## config.mk

```make
export PLATFORM = sky130hd
export DESIGN_NAME = char_lcd_shadow_refresh_core
export DESIGN_NICKNAME = d
export VERILOG_FILES = /design/src/hw/rtl/clsr_pkg.sv /design/src/hw/rtl/char_lcd_shadow_refresh_core.sv /design/src/hw/rtl/clsr_ram.sv /design/src/hw/rtl/clsr_queue.sv /design/src/hw/rtl/clsr_front.sv /design/src/hw/rtl/clsr_back.sv
export VERILOG_INCLUDE_DIRS = /design/src /design/src/hw/rtl
export SDC_FILE = /design/constraint.sdc
export NUM_CORES = 2
export LEC_CHECK = 0
export ABC_AREA = 1
export BUFFER_PORTS_ARGS = -buffer_cell sky130_fd_sc_hd__buf_2
export CELL_PAD_IN_SITES_DETAIL_PLACEMENT = 1
export CELL_PAD_IN_SITES_GLOBAL_PLACEMENT = 1
export CORE_ASPECT_RATIO = 0.8
export CORE_MARGIN = 2
export CORE_UTILIZATION = 49
export DETAILED_ROUTE_END_ITERATION = 6
export PLACE_DENSITY_LB_ADDON = 0.1
export SLEW_MARGIN = 0
export SYNTH_ARGS = -nofsm -noshare
export SYNTH_HDL_FRONTEND = slang
export SYNTH_SLANG_ARGS = --single-unit
```

## constraint.sdc

```tcl
create_clock -name clk -period 4.1 [get_ports clk]
set_clock_uncertainty 0.15 [all_clocks]
set_input_delay 0 -clock clk [delete_from_list [all_inputs] [get_ports clk]]
set_output_delay 0 -clock clk [all_outputs]
set_load 0.005 [all_outputs]
```

## src/hw/rtl/char_lcd_shadow_refresh_core_macros.svh

```systemverilog
// assertion macros for char_lcd_shadow_refresh_core.sv, the only file that checks itself
`ifndef CHAR_LCD_SHADOW_REFRESH_CORE_MACROS_SVH
`define CHAR_LCD_SHADOW_REFRESH_CORE_MACROS_SVH

// same-cycle implication, clocked on clk, off during reset
`define CLSR_ASSERT_IMPL(lbl, ante, cons) \
  lbl: assert property (@(posedge clk) disable iff (rst) (ante) |-> (cons)) \
    else $error("clsr check failed");

// next-cycle implication, clocked on clk, off during reset
`define CLSR_ASSERT_NEXT(lbl, ante, cons) \
  lbl: assert property (@(posedge clk) disable iff (rst) (ante) |=> (cons)) \
    else $error("clsr check failed");

`endif

```

## src/hw/rtl/clsr_pkg.sv

```systemverilog
package clsr_pkg;

  localparam int MAX_ROWS = 4;
  localparam int MAX_COLS = 20;
  localparam int CELLS    = MAX_ROWS * MAX_COLS;
  localparam int ROW_W    = 2;
  localparam int COL_W    = 5;
  localparam int CELL_W   = $clog2(CELLS);
  localparam int ADDR_W   = 7;
  localparam int CHAR_W   = 8;
  localparam int CFG_W    = 7;
  localparam int CFG_IDX_W = 3;
  localparam int QDEPTH   = 2;
  localparam int QPTR_W   = (QDEPTH > 1) ? $clog2(QDEPTH) : 1;
  localparam int QCNT_W   = $clog2(QDEPTH + 1);

  localparam logic [CHAR_W-1:0] SPACE_CHAR = 8'h20;

  // host opcodes
  localparam logic [2:0] OPC_WRITE_CHAR = 3'd0;
  localparam logic [2:0] OPC_SET_CURSOR = 3'd1;
  localparam logic [2:0] OPC_REPORT     = 3'd2;
  localparam logic [2:0] OPC_CLEAR      = 3'd3;
  localparam logic [2:0] OPC_REFRESH    = 3'd4;

  // result kinds
  localparam logic [1:0] KIND_SET_ADDR   = 2'd0;
  localparam logic [1:0] KIND_WRITE_DATA = 2'd1;
  localparam logic [1:0] KIND_CLEAR      = 2'd2;
  localparam logic [1:0] KIND_CURSOR     = 2'd3;

  // register indexes
  localparam logic [CFG_IDX_W-1:0] REG_ACTIVE_ROWS = 3'd0;
  localparam logic [CFG_IDX_W-1:0] REG_ACTIVE_COLS = 3'd1;
  localparam logic [CFG_IDX_W-1:0] REG_ROW0_OFFSET = 3'd2;
  localparam logic [CFG_IDX_W-1:0] REG_ROW1_OFFSET = 3'd3;
  localparam logic [CFG_IDX_W-1:0] REG_ROW2_OFFSET = 3'd4;
  localparam logic [CFG_IDX_W-1:0] REG_ROW3_OFFSET = 3'd5;

  localparam logic [2:0]        RST_ACTIVE_ROWS = 3'd4;
  localparam logic [4:0]        RST_ACTIVE_COLS = 5'd20;
  localparam logic [ADDR_W-1:0] RST_ROW0_OFFSET = 7'h00;
  localparam logic [ADDR_W-1:0] RST_ROW1_OFFSET = 7'h40;
  localparam logic [ADDR_W-1:0] RST_ROW2_OFFSET = 7'h14;
  localparam logic [ADDR_W-1:0] RST_ROW3_OFFSET = 7'h54;

  typedef struct packed {
    logic [2:0]        opcode;
    logic [2:0]        row;
    logic [4:0]        col;
    logic [CHAR_W-1:0] char_code;
  } in_word_t;

  typedef struct packed {
    logic [1:0]        cmd_kind;
    logic [ADDR_W-1:0] address;
    logic [CHAR_W-1:0] data;
    logic [1:0]        pos_row;
    logic [4:0]        pos_col;
    logic              last;
  } out_word_t;

  typedef enum logic [2:0] {
    CMD_WRITE,
    CMD_SET_CURSOR,
    CMD_REPORT,
    CMD_CLEAR,
    CMD_REFRESH
  } op_e;

  // classified command held in the queue
  typedef struct packed {
    op_e               op;
    logic [ROW_W-1:0]  row;
    logic [COL_W-1:0]  col;
    logic [CHAR_W-1:0] ch;
    logic              last_row;
  } cmd_t;

  typedef struct packed {
    logic [MAX_COLS-1:0]              col_mask;
    logic [MAX_ROWS-1:0][ADDR_W-1:0]  offset;
  } cfg_t;

  typedef enum logic [1:0] {
    BK_IDLE,
    BK_WCMP,
    BK_SCAN,
    BK_FINISH
  } back_state_e;

  function automatic logic [CELL_W-1:0] cell_index(input logic [ROW_W-1:0] row,
                                                   input logic [COL_W-1:0] col);
    cell_index = CELL_W'(int'(row) * MAX_COLS + int'(col));
  endfunction

endpackage

```

## src/hw/rtl/char_lcd_shadow_refresh_core.sv

```systemverilog
// Shadow store of a 4x20 character display with a dirty bit per cell. A command word is
// taken at a clock edge where start is high and busy is low; busy rises only while the
// two-entry command queue is full. The executing side handles one command at a time:
// write char reads the store, then compares and writes; set cursor, report and clear
// are handled in the idle state; a row refresh scans each column from 0 up to the
// highest dirty cell in the active columns and then finishes, paced by the single read
// port of the character store, one column a cycle. Each result word is on result for
// exactly one cycle with strobe high; it is staged in pend and then registered;
// there is no backpressure, so the consumer must take every word as it comes. Cells
// carry valid bits, so reset and clear take effect at once with no sweep. Write the
// configuration registers only while idle.
`include "char_lcd_shadow_refresh_core_macros.svh"

module char_lcd_shadow_refresh_core (
  input  logic                             clk,
  input  logic                             rst,
  input  logic                             start,
  output logic                             busy,
  input  clsr_pkg::in_word_t               cmd,
  output logic                             strobe,
  output clsr_pkg::out_word_t              result,
  input  logic                             cfg_we,
  input  logic [clsr_pkg::CFG_IDX_W-1:0]   cfg_index,
  input  logic [clsr_pkg::CFG_W-1:0]       cfg_data
);

  logic            q_push;
  logic            q_full;
  logic            q_pop;
  logic            q_valid;
  clsr_pkg::cmd_t  q_in;
  clsr_pkg::cmd_t  q_out;
  clsr_pkg::cfg_t  cfg;

  clsr_front u_front (
    .clk       (clk),
    .rst       (rst),
    .start     (start),
    .cmd       (cmd),
    .cfg_we    (cfg_we),
    .cfg_index (cfg_index),
    .cfg_data  (cfg_data),
    .q_full    (q_full),
    .busy      (busy),
    .push      (q_push),
    .push_word (q_in),
    .cfg       (cfg)
  );

  clsr_queue u_queue (
    .clk   (clk),
    .rst   (rst),
    .push  (q_push),
    .din   (q_in),
    .full  (q_full),
    .pop   (q_pop),
    .valid (q_valid),
    .dout  (q_out)
  );

  clsr_back u_back (
    .clk     (clk),
    .rst     (rst),
    .q_valid (q_valid),
    .q_word  (q_out),
    .cfg     (cfg),
    .q_pop   (q_pop),
    .strobe  (strobe),
    .result  (result)
  );

  `CLSR_ASSERT_IMPL(a_pop_nonempty, q_pop, q_valid)
  `CLSR_ASSERT_IMPL(a_push_room, q_push, !q_full)
  `CLSR_ASSERT_IMPL(a_single_is_last, strobe && (result.cmd_kind != clsr_pkg::KIND_WRITE_DATA), result.last)
  `CLSR_ASSERT_NEXT(a_full_holds, q_full && !q_pop, busy)

endmodule

```

## src/hw/rtl/clsr_ram.sv

```systemverilog
module clsr_ram #(
  parameter int WIDTH = 8,
  parameter int DEPTH = 80,
  localparam int AW = (DEPTH > 1) ? $clog2(DEPTH) : 1
) (
  input  logic             clk,
  input  logic             we,
  input  logic [AW-1:0]    waddr,
  input  logic [WIDTH-1:0] wdata,
  input  logic [AW-1:0]    raddr,
  output logic [WIDTH-1:0] rdata
);

  logic [WIDTH-1:0] mem [DEPTH];

  always_ff @(posedge clk) begin
    if (we) begin
      mem[waddr] <= wdata;
    end
    rdata <= mem[raddr];
  end

endmodule

```

## src/hw/rtl/clsr_queue.sv

```systemverilog
module clsr_queue (
  input  logic              clk,
  input  logic              rst,
  input  logic              push,
  input  clsr_pkg::cmd_t    din,
  output logic              full,
  input  logic              pop,
  output logic              valid,
  output clsr_pkg::cmd_t    dout
);

  clsr_pkg::cmd_t                   mem [clsr_pkg::QDEPTH];
  logic [clsr_pkg::QPTR_W-1:0]      wr_ptr;
  logic [clsr_pkg::QPTR_W-1:0]      rd_ptr;
  logic [clsr_pkg::QCNT_W-1:0]      count;

  assign full  = (count == clsr_pkg::QCNT_W'(clsr_pkg::QDEPTH));
  assign valid = (count != '0);
  assign dout  = mem[rd_ptr];

  always_ff @(posedge clk) begin
    if (push) begin
      mem[wr_ptr] <= din;
    end
  end

  always_ff @(posedge clk) begin
    if (rst) begin
      wr_ptr <= '0;
      rd_ptr <= '0;
      count  <= '0;
    end else begin
      if (push) begin
        wr_ptr <= (wr_ptr == clsr_pkg::QPTR_W'(clsr_pkg::QDEPTH - 1)) ? '0 : wr_ptr + 1'b1;
      end
      if (pop) begin
        rd_ptr <= (rd_ptr == clsr_pkg::QPTR_W'(clsr_pkg::QDEPTH - 1)) ? '0 : rd_ptr + 1'b1;
      end
      case ({push, pop})
        2'b10:   count <= count + 1'b1;
        2'b01:   count <= count - 1'b1;
        default: count <= count;
      endcase
    end
  end

endmodule

```

## src/hw/rtl/clsr_front.sv

```systemverilog
module clsr_front (
  input  logic                              clk,
  input  logic                              rst,
  input  logic                              start,
  input  clsr_pkg::in_word_t                cmd,
  input  logic                              cfg_we,
  input  logic [clsr_pkg::CFG_IDX_W-1:0]    cfg_index,
  input  logic [clsr_pkg::CFG_W-1:0]        cfg_data,
  input  logic                              q_full,
  output logic                              busy,
  output logic                              push,
  output clsr_pkg::cmd_t                    push_word,
  output clsr_pkg::cfg_t                    cfg
);

  logic [2:0]                                      active_rows;
  logic [4:0]                                      active_cols;
  logic [clsr_pkg::MAX_ROWS-1:0][clsr_pkg::ADDR_W-1:0] row_off;
  logic [2:0]                                      rows_eff;
  logic [4:0]                                      cols_eff;
  logic                                            in_grid;
  logic                                            item_ok;

  always_ff @(posedge clk) begin
    if (rst) begin
      active_rows <= clsr_pkg::RST_ACTIVE_ROWS;
      active_cols <= clsr_pkg::RST_ACTIVE_COLS;
      row_off[0]  <= clsr_pkg::RST_ROW0_OFFSET;
      row_off[1]  <= clsr_pkg::RST_ROW1_OFFSET;
      row_off[2]  <= clsr_pkg::RST_ROW2_OFFSET;
      row_off[3]  <= clsr_pkg::RST_ROW3_OFFSET;
    end else if (cfg_we) begin
      case (cfg_index)
        clsr_pkg::REG_ACTIVE_ROWS: active_rows <= cfg_data[2:0];
        clsr_pkg::REG_ACTIVE_COLS: active_cols <= cfg_data[4:0];
        clsr_pkg::REG_ROW0_OFFSET: row_off[0]  <= cfg_data;
        clsr_pkg::REG_ROW1_OFFSET: row_off[1]  <= cfg_data;
        clsr_pkg::REG_ROW2_OFFSET: row_off[2]  <= cfg_data;
        clsr_pkg::REG_ROW3_OFFSET: row_off[3]  <= cfg_data;
        default: ;
      endcase
    end
  end

  // register values above the display size are clamped
  always_comb begin
    rows_eff = (active_rows > 3'(clsr_pkg::MAX_ROWS)) ? 3'(clsr_pkg::MAX_ROWS) : active_rows;
    cols_eff = (active_cols > 5'(clsr_pkg::MAX_COLS)) ? 5'(clsr_pkg::MAX_COLS) : active_cols;
    for (int i = 0; i < clsr_pkg::MAX_COLS; i++) begin
      cfg.col_mask[i] = (5'(i) < cols_eff);
    end
    cfg.offset = row_off;
  end

  always_comb begin
    in_grid = (cmd.row < 3'(clsr_pkg::MAX_ROWS)) && (cmd.col < 5'(clsr_pkg::MAX_COLS));
    push_word.row      = cmd.row[clsr_pkg::ROW_W-1:0];
    push_word.col      = cmd.col;
    push_word.ch       = cmd.char_code;
    push_word.last_row = (cmd.row == rows_eff - 3'd1);
    case (cmd.opcode)
      clsr_pkg::OPC_WRITE_CHAR: begin
        push_word.op = clsr_pkg::CMD_WRITE;
        item_ok      = in_grid;
      end
      clsr_pkg::OPC_SET_CURSOR: begin
        push_word.op = clsr_pkg::CMD_SET_CURSOR;
        item_ok      = in_grid;
      end
      clsr_pkg::OPC_REPORT: begin
        push_word.op = clsr_pkg::CMD_REPORT;
        item_ok      = 1'b1;
      end
      clsr_pkg::OPC_CLEAR: begin
        push_word.op = clsr_pkg::CMD_CLEAR;
        item_ok      = 1'b1;
      end
      clsr_pkg::OPC_REFRESH: begin
        // inactive rows are dropped here
        push_word.op = clsr_pkg::CMD_REFRESH;
        item_ok      = (cmd.row < rows_eff);
      end
      default: begin
        push_word.op = clsr_pkg::CMD_REPORT;
        item_ok      = 1'b0;
      end
    endcase
  end

  assign busy = q_full;
  assign push = start && !q_full && item_ok;

endmodule

```

## src/hw/rtl/clsr_back.sv

```systemverilog
module clsr_back (
  input  logic                 clk,
  input  logic                 rst,
  input  logic                 q_valid,
  input  clsr_pkg::cmd_t       q_word,
  input  clsr_pkg::cfg_t       cfg,
  output logic                 q_pop,
  output logic                 strobe,
  output clsr_pkg::out_word_t  result
);

  clsr_pkg::back_state_e state, state_next;

  logic [clsr_pkg::CELLS-1:0]                          cell_vld;
  logic [clsr_pkg::MAX_ROWS-1:0][clsr_pkg::MAX_COLS-1:0] dirty;
  logic [clsr_pkg::ROW_W-1:0]                          cur_row;
  logic [clsr_pkg::COL_W-1:0]                          cur_col;
  logic                                                changed;

  logic [clsr_pkg::CELL_W-1:0]  wr_idx;
  logic [clsr_pkg::ROW_W-1:0]   wr_row;
  logic [clsr_pkg::COL_W-1:0]   wr_col;
  logic [clsr_pkg::CHAR_W-1:0]  wr_ch;
  logic                         wr_seen;

  logic [clsr_pkg::ROW_W-1:0]   ref_row;
  logic                         ref_last;
  logic [clsr_pkg::MAX_COLS-1:0] scan;
  logic [clsr_pkg::COL_W-1:0]   scan_col;

  clsr_pkg::out_word_t          pend;
  clsr_pkg::out_word_t          pend_out;
  logic                         pend_vld;
  logic                         pend_vld_next;
  logic                         pend_ram;
  logic                         pend_seen;

  logic [clsr_pkg::CELL_W-1:0]  q_idx;
  logic [clsr_pkg::CELL_W-1:0]  scan_idx;
  logic [clsr_pkg::CELL_W-1:0]  rd_addr;
  logic [clsr_pkg::CHAR_W-1:0]  rd_data;
  logic [clsr_pkg::CHAR_W-1:0]  stored;
  logic                         ram_we;
  logic [clsr_pkg::MAX_COLS-1:0] scan_rest;
  logic [clsr_pkg::MAX_COLS-1:0] row_dirty;
  logic [clsr_pkg::ADDR_W-1:0]  q_addr;
  logic [clsr_pkg::ADDR_W-1:0]  scan_addr;
  logic [clsr_pkg::ADDR_W-1:0]  cur_addr;

  clsr_ram #(
    .WIDTH (clsr_pkg::CHAR_W),
    .DEPTH (clsr_pkg::CELLS)
  ) u_store (
    .clk   (clk),
    .we    (ram_we),
    .waddr (wr_idx),
    .wdata (wr_ch),
    .raddr (rd_addr),
    .rdata (rd_data)
  );

  always_comb begin
    q_idx     = clsr_pkg::cell_index(q_word.row, q_word.col);
    scan_idx  = clsr_pkg::cell_index(ref_row, scan_col);
    rd_addr   = (state == clsr_pkg::BK_SCAN) ? scan_idx : q_idx;
    // a cell never written since reset or clear holds a space
    stored    = wr_seen ? rd_data : clsr_pkg::SPACE_CHAR;
    ram_we    = (state == clsr_pkg::BK_WCMP) && (stored != wr_ch);
    scan_rest = scan & ~(clsr_pkg::MAX_COLS'(1) << scan_col);
    row_dirty = dirty[q_word.row] & cfg.col_mask;
    q_addr    = cfg.offset[q_word.row] + clsr_pkg::ADDR_W'(q_word.col);
    scan_addr = cfg.offset[ref_row] + clsr_pkg::ADDR_W'(scan_col);
    cur_addr  = cfg.offset[cur_row] + clsr_pkg::ADDR_W'(cur_col);
    pend_out      = pend;
    pend_out.data = pend_ram ? (pend_seen ? rd_data : clsr_pkg::SPACE_CHAR) : '0;
  end

  always_ff @(posedge clk) begin
    if (rst) begin
      state <= clsr_pkg::BK_IDLE;
    end else begin
      state <= state_next;
    end
  end

  always_comb begin
    state_next = state;
    q_pop      = 1'b0;
    case (state)
      clsr_pkg::BK_IDLE: begin
        if (q_valid) begin
          q_pop = 1'b1;
          case (q_word.op)
            clsr_pkg::CMD_WRITE:   state_next = clsr_pkg::BK_WCMP;
            clsr_pkg::CMD_REFRESH: state_next = (row_dirty != '0) ? clsr_pkg::BK_SCAN
                                                                  : clsr_pkg::BK_FINISH;
            default:               state_next = clsr_pkg::BK_IDLE;
          endcase
        end
      end
      clsr_pkg::BK_WCMP:   state_next = clsr_pkg::BK_IDLE;
      clsr_pkg::BK_SCAN:   state_next = (scan_rest == '0) ? clsr_pkg::BK_FINISH
                                                          : clsr_pkg::BK_SCAN;
      clsr_pkg::BK_FINISH: state_next = clsr_pkg::BK_IDLE;
      default:             state_next = clsr_pkg::BK_IDLE;
    endcase
  end

  // a result word is staged in pend this cycle
  always_comb begin
    case (state)
      clsr_pkg::BK_IDLE:   pend_vld_next = q_valid &&
                             (q_word.op inside {clsr_pkg::CMD_SET_CURSOR, clsr_pkg::CMD_REPORT,
                                                clsr_pkg::CMD_CLEAR});
      clsr_pkg::BK_SCAN:   pend_vld_next = scan[scan_col];
      clsr_pkg::BK_FINISH: pend_vld_next = ref_last && changed;
      default:             pend_vld_next = 1'b0;
    endcase
  end

  // payload registers
  always_ff @(posedge clk) begin
    result <= pend_out;
    case (state)
      clsr_pkg::BK_IDLE: begin
        if (q_valid) begin
          wr_idx    <= q_idx;
          wr_row    <= q_word.row;
          wr_col    <= q_word.col;
          wr_ch     <= q_word.ch;
          wr_seen   <= cell_vld[q_idx];
          ref_row   <= q_word.row;
          ref_last  <= q_word.last_row;
          scan      <= row_dirty;
          scan_col  <= '0;
          pend_ram  <= 1'b0;
          case (q_word.op)
            clsr_pkg::CMD_SET_CURSOR:
              pend <= '{clsr_pkg::KIND_SET_ADDR, q_addr, '0, '0, '0, 1'b1};
            clsr_pkg::CMD_REPORT:
              pend <= '{clsr_pkg::KIND_CURSOR, '0, '0, cur_row, cur_col, 1'b1};
            clsr_pkg::CMD_CLEAR:
              pend <= '{clsr_pkg::KIND_CLEAR, '0, '0, '0, '0, 1'b1};
            default: ;
          endcase
        end
      end
      clsr_pkg::BK_SCAN: begin
        if (scan[scan_col]) begin
          // the cursor word follows on the last active row
          pend      <= '{clsr_pkg::KIND_WRITE_DATA, scan_addr, '0, '0, '0,
                         (scan_rest == '0) && !ref_last};
          pend_ram  <= 1'b1;
          pend_seen <= cell_vld[scan_idx];
        end
        scan     <= scan_rest;
        scan_col <= scan_col + 1'b1;
      end
      clsr_pkg::BK_FINISH: begin
        pend     <= '{clsr_pkg::KIND_SET_ADDR, cur_addr, '0, '0, '0, 1'b1};
        pend_ram <= 1'b0;
      end
      default: ;
    endcase
  end

  // control and shadow state
  always_ff @(posedge clk) begin
    if (rst) begin
      cell_vld <= '0;
      dirty    <= '0;
      cur_row  <= '0;
      cur_col  <= '0;
      changed  <= 1'b0;
      pend_vld <= 1'b0;
      strobe   <= 1'b0;
    end else begin
      strobe   <= pend_vld;
      pend_vld <= pend_vld_next;
      case (state)
        clsr_pkg::BK_IDLE: begin
          if (q_valid) begin
            case (q_word.op)
              clsr_pkg::CMD_SET_CURSOR: begin
                cur_row  <= q_word.row;
                cur_col  <= q_word.col;
              end
              clsr_pkg::CMD_CLEAR: begin
                cell_vld <= '0;
                dirty    <= '0;
              end
              clsr_pkg::CMD_REFRESH: dirty[q_word.row] <= '0;
              default: ;
            endcase
          end
        end
        clsr_pkg::BK_WCMP: begin
          if (ram_we) begin
            cell_vld[wr_idx]      <= 1'b1;
            dirty[wr_row][wr_col] <= 1'b1;
          end
        end
        clsr_pkg::BK_SCAN: begin
          if (scan[scan_col]) begin
            changed  <= 1'b1;
          end
        end
        clsr_pkg::BK_FINISH: begin
          if (ref_last) begin
            changed  <= 1'b0;
          end
        end
        default: ;
      endcase
    end
  end

endmodule

```

Word level (Yosys, flattened, before mapping)
Memories as Yosys holds them, arrays and structs flattened. A register that Yosys moved wholly into a read port is not among the register bits.
Index checks and enable logic that the tools add are counted.
Operators by class
  add/sub/neg operators: 11
  multipliers: 2
  $lt $le $gt $ge: 37
  equality and inequality tests: 28
  shift-type cells: 1
  muxes and demuxes: 67
  bitwise logic cells: 7
  reductions and logical operators: 45
Operators by type and width (count)
  $pmux W80 S2: 3
  $mux W80: 5
  $or A80 B80 Y80: 2
  $pmux W25 S3: 2
  $and A80 B80 Y80: 1
  $demux W20 S2: 2
  $mux W20: 4
  $not A80 Y80: 1
  $mux W25: 2
  $bmux W7 S2: 3
  $and A20 B20 Y20: 2
  $bmux W20 S2: 1
  $lt A4 B5 Y1 const A: 8
  $pmux W20 S2: 1
  $mux W7: 4
  $lt A7 B8 Y1 const B: 3
  $add A7 B5 Y7: 3
  $logic_not A20 Y1: 1
  $lt A3 B5 Y1 const A: 4
  $lt A5 B5 Y1 const A: 4
  $mux W1: 20
  $not A20 Y20: 1
  $reduce_and A2 Y1: 10
  $reduce_bool A20 Y1: 1
  55 further kinds: 110
Word-level totals
  register bits after elaboration: 305
  bits in writable memories: 678
  output and inout port bits: 27
  word-level logic and storage cells: 242
  memories: 2
Memory list
  u_back.u_store.mem: depth 80, bits a word 8, read ports 1, clocked after Yosys merged registers in 1, write ports 1, line clsr_ram.sv:14  | logic [WIDTH-1:0] mem [DEPTH];
  u_queue.mem: depth 2, bits a word 19, read ports 1, clocked after Yosys merged registers in 1, write ports 1, line clsr_queue.sv:12  | clsr_pkg::cmd_t mem [clsr_pkg::QDEPTH];

Logic depth before layout (Yosys ltp)
  word-level depth: 9
  mapped depth: 19
  gate-level depth less buffers: 18

Hierarchy
Synthesis repeated with hierarchy kept, for this count alone.
Second synthesis, totals
  cell total of the unflattened synthesis: 4868
  area total of the unflattened synthesis: 45866.5 sq um
Modules (own cells, without submodules)
  clsr_ram: instances 1, cells an instance 2188, area an instance 26410.3 sq um
  clsr_back: instances 1, cells an instance 2321, area an instance 15954.1 sq um
  clsr_front: instances 1, cells an instance 267, area an instance 1853.0 sq um
  clsr_queue: instances 1, cells an instance 92, area an instance 1649.1 sq um

Least setup slack after synthesis
Ideal clock, no wire load.
  kind: reg2reg
  start: reg (tool-made name)
  end: reg u_back.pend[21] in the netlist's numbering (data pin)
  arrival: 2.842 ns
  data required time: 3.686 ns
  setup slack: 0.844 ns
  stages on the path, launching flop included: 20
  period minus slack after synthesis: 3.256 ns
  cell sequence: dfxtp_1 > buf_4 > nand2_1 > nand2_2 > buf_2 > nand2_1 > clkbuf_1 > o22ai_1 > a221oi_1 > ha_1 > nand2_1 > nor2_1 > a211oi_1 > nor2_1 > nor2_1 > inv_1 > a21oi_1 > a21oi_1 > o21ai_0 > nand3_1
RTL lines
  to (signal assigned): line clsr_back.sv:139  | pend <= '{clsr_pkg::KIND_SET_ADDR, q_addr, '0, '0, '0, 1'b1};
  to (signal assigned): line clsr_back.sv:141  | pend <= '{clsr_pkg::KIND_CURSOR, '0, '0, cur_row, cur_col, 1'b1};
  to (signal assigned): line clsr_back.sv:143  | pend <= '{clsr_pkg::KIND_CLEAR, '0, '0, '0, '0, 1'b1};
  to (decl): line clsr_back.sv:31  | clsr_pkg::out_word_t pend;

==> metrics.log <==
[metrics] Synthesized Nets: 5237
[metrics] count of port buffers added during placement: 59
[metrics] cells taking the most area after synthesis: edfxtp_1, dfxtp_1, nand2_1
[metrics] Tmin final: 3.82 ns
[metrics] cell breakdown of the critical path: buf_4 > nand2_1 > nand2_1 > ha_1 > fa_1 > nand2_1 > o21ai_4 > inv_1 > nand3_1 > nand3_1 > nand3_1 > nand2_1 > nand2_1 > nand2_1
[metrics] most common cell in the synthesized netlist: nand2_1
[metrics] Netlist cell types: 46
[metrics] Worst Path Class, Setup: reg2reg
[metrics] number of failing setup endpoints in the final timing report: 0
[metrics] sw power: 16.9 mW
[metrics] startpoint types: flip-flop
[metrics] xor/xnor cell area share of the yosys netlist: 0.322%
[metrics] global-route met3 utilization: 6.54%
[metrics] switch share: 43.8%
[metrics] number of global-route vias before repair: 40246
[metrics] Horiz. Die Dim: 348 µm
[metrics] number of violations of the max-capacitance limit: 0
[metrics] Ports: 60
[metrics] WP data arrival: 4.30 ns
[metrics] WL/cell: 25.0 µm
[metrics] total congestion overflow after global routing: 0
[metrics] number of synthesized flops with an enable pin: 744
[metrics] fraction of layout cells with a size suffix above 1: 8.80%
[metrics] endpoints failing hold: 0
[metrics] area inside the core boundary: 93300 µm²
[metrics] die span in y: 279 µm
[metrics] GRT Util Overall: 33.9%
[metrics] Worst setup EP type: flip-flop
[metrics] met1 track utilization from global routing: 49.5%
[metrics] TritonCTS sink count: 990
[metrics] transition time at the pin with the least slew margin: 1.30 ns
[metrics] Required @ worst endpoint: 4.58 ns
[metrics] Worst-Skew Late Latency: 0.69 ns
[metrics] post-route core utilization: 56.6%
[metrics] family with the most delay on the worst path: simple AND/OR/NAND/NOR gates
[metrics] WP buf/inv: 2
[metrics] remaining routing DRC violations: 0
[metrics] drt first pass iters: 5
[metrics] Compound-Gate Fraction of Synth Area: 9.89%
[metrics] Gate power share: 41.9%
[metrics] Slew headroom: 12.8%
[metrics] leading cell types by count after synthesis: nand2_1, edfxtp_1, nand3_1, inv_1, o21ai_0
[metrics] Setup TNS: 0 ns
[metrics] share of flip-flops with an asynchronous set or reset: 0%
[metrics] share of the synthesized area in the top cell type: 48.3%
[metrics] starting density of the core: 49.6%
[metrics] clock tree from TritonCTS: built
[metrics] sequential element share of the synthesized area: 58.9%
[metrics] most used cell along the critical path: nand2_1
[metrics] standard cell with the maximum stage delay on the critical path: inv_1
[metrics] count of final max-slew check failures: 0
[metrics] average cell area after synthesis: 8.96 µm²
[metrics] die area: 97000 µm²
[metrics] number of placement rows: 100
[metrics] worst slack, placed: 0.395 ns
[metrics] combinational family with the most area after synthesis: simple AND/OR/NAND/NOR gates
[metrics] buffers from clock root to sink, at most: 3
[metrics] internal portion of total power: 21.8 mW
[metrics] area used by sequential logic in the layout: 27300 µm²
[metrics] crit share post-route: 93.3%
[metrics] Syn Inst Count: 5167
[metrics] global-route wire length before repair: 250000 µm
[metrics] antenna violations before repair: 4
[metrics] count of antenna-violating nets left after detailed routing: 0
[metrics] largest net degree at the start of global routing: 84
[metrics] power per cell area: 733 nW/µm²
[metrics] f_max: 0.261 GHz
[metrics] unrepaired setup endpoints after global routing: false
[metrics] outcome: finished, final reports clean
[metrics] fraction of the mapped netlist area in simple logic gates: 21.1%
[metrics] Syn Std Cell Area: 46300 µm²
[metrics] clock-pin slew reported for the worst setup and hold paths after clock tree synthesis: 0.06 ns
[metrics] final net count: 5384
[metrics] maximum resistive drop on vdd: 0.000444 V
[metrics] routed via count: 39667
[metrics] final-layout fill cell count: 10615
[metrics] portion of total power attributed to sequential cells: 33.6%
[metrics] gr busiest metal: met2
[metrics] M2 GR Usage: 51.7%
[metrics] synthesis-to-layout area growth: 14.1%
[metrics] leak pwr: 20.8 nW
[metrics] maximum fanout encountered on the critical timing path: 18
[metrics] final worst setup slack: 0.275 ns
[metrics] class of the tightest hold or removal check: in2reg
[metrics] Inserted Clock Buffers: 101
[metrics] synthesized-area fraction occupied by adder cells: 1.08%
[metrics] count of synthesis-stage warnings from yosys: 0
[metrics] number of register bits inferred by synthesis: 990
[metrics] relative contribution of the clock network to total power: 24.5%
[metrics] biggest area consumer among synthesized cells: edfxtp_1
[metrics] delay contributed by the slowest stage of the critical path: 0.72 ns
[metrics] routability congestion estimate from global placement: 0.916
[metrics] number of levels in the clock H-tree: 3
[metrics] HPWL after DPL: 105000 µm
[metrics] detailed router's first-iteration violation count: 4308
[metrics] total area of multi-input combinational cells: 15100 µm²
[metrics] routed vias/inst: 5.99
[metrics] fraction of synthesized area in multiplexers: 0.0432%
[metrics] Most used DFF post-synth: edfxtp_1
[metrics] total wirelength of the detailed-routed design: 166000 µm
[metrics] Root Driver: clkbuf_16
==> state kept, by name, summed over array words and instances (netlist names), 5 cells and up, named ones only <==
| register | cells |
|---|---|
| u_back.cur_col | 5 |
| u_back.wr_col | 5 |
| u_back.u_store.mem | 640 |
| u_back.wr_idx | 5 |
| u_front.active_cols | 5 |
| u_front.cfg | 28 |
| u_back.scan_col | 5 |
| u_back.dirty | 80 |
| u_back.wr_ch | 8 |
| u_back.result | 25 |
| u_back.scan | 20 |
| u_back.cell_vld | 80 |
| u_back.u_store.rdata | 8 |
| u_queue.mem | 38 |
| u_back.pend | 17 |
==> layout by cell type, fill, tap and decap left out, types with 39 or more instances in the layout <==
cell type      count
nor2_1           295
o21ai_0          369
dlygate4sd3_1     65
dfxtp_1          246
clkbuf_16        104
a21oi_1          298
edfxtp_1         744
nor3_1            91
nand2_1         1042
inv_1            716
o221ai_1          39
nand3_1          737
buf_4            211
buf_2             59
==> through the flow <==
step	cell area, µm²	hold WS [ns]	std cells	total power, mW
after CTS	52800	0.00315	6624	38.4
after floorplan	46300	-0.0511	5167	21.7
final	52800	0.0296	6625	38.7
after global routing	52800	0.0412	6624	40.2
after global placement	48800	0.0479	6370	28.5
after detailed placement	48800	0.0479	6370	28.8
==> layout make-up <==
class,count,share of cell area (%)
timing repair buffer,350,5.36
sequential,990,51.6
clock buffer,142,5.42
multi-input combinational,3144,28.6
antenna,1,0.00474
inverter,727,5.17
clock inverter,47,0.900
tap,1224,2.90
==> tightest hold or removal path: stages <==
cell and delay [ns]:
dlygate4sd3_1 0.52, buf_2 0.13, nor2_1 0.06, nor2_1 0.10
==> power by group through the flow <==
| stage | Clock [mW] | Sequential, mW | Combinational, mW |
|---|---|---|---|
| finish | 9.47 | 13.0 | 16.2 |
| CTS | 9.56 | 13.0 | 15.8 |
| detailed placement | 0 | 13.2 | 15.6 |
| global placement | 0 | 13.2 | 15.3 |
| global route | 9.93 | 13.0 | 17.2 |
| floorplan | 0 | 13.5 | 8.26 |
==> final timing paths <==
kind,startpoint,to,slack (ns),cells after the start
max,flip-flop,u_back.u_store.rdata[7],0.28,14
min,cfg_data[5],u_front.cfg[12],0.03,4
max reg2reg,flip-flop,u_back.u_store.rdata[7],0.28,14
min reg2reg,u_back.pend[16],u_back.result[16],0.20,0
==> repair_timing <==
item / in CTS / in global routing
gates resized for setup: 0 / 0
endpoints found under the setup margin: 0 / 0
buffers inserted: 0 / 0
hold buffers: 65 / 0
endpoints found under the hold margin: 131 / 0
==> metal layers <==
layer | part of all wire [%] | wire [µm]
met1 | 43 | 72000
met5 | 0.0078 | 13
met4 | 2.5 | 4160
met2 | 44 | 73400
met3 | 9.7 | 16100
==> kinds of logic after synthesis <==
kind of cell / Yosys count
XOR/XNOR: 17
AO/OA/AOI/OAI: 832
flip-flops: 990
adder cells (fa/ha/maj): 37
AND/OR/NAND/NOR: 2256
multiplexers: 2
buffers and inverters: 1033
(Power assumes the default switching activity.)
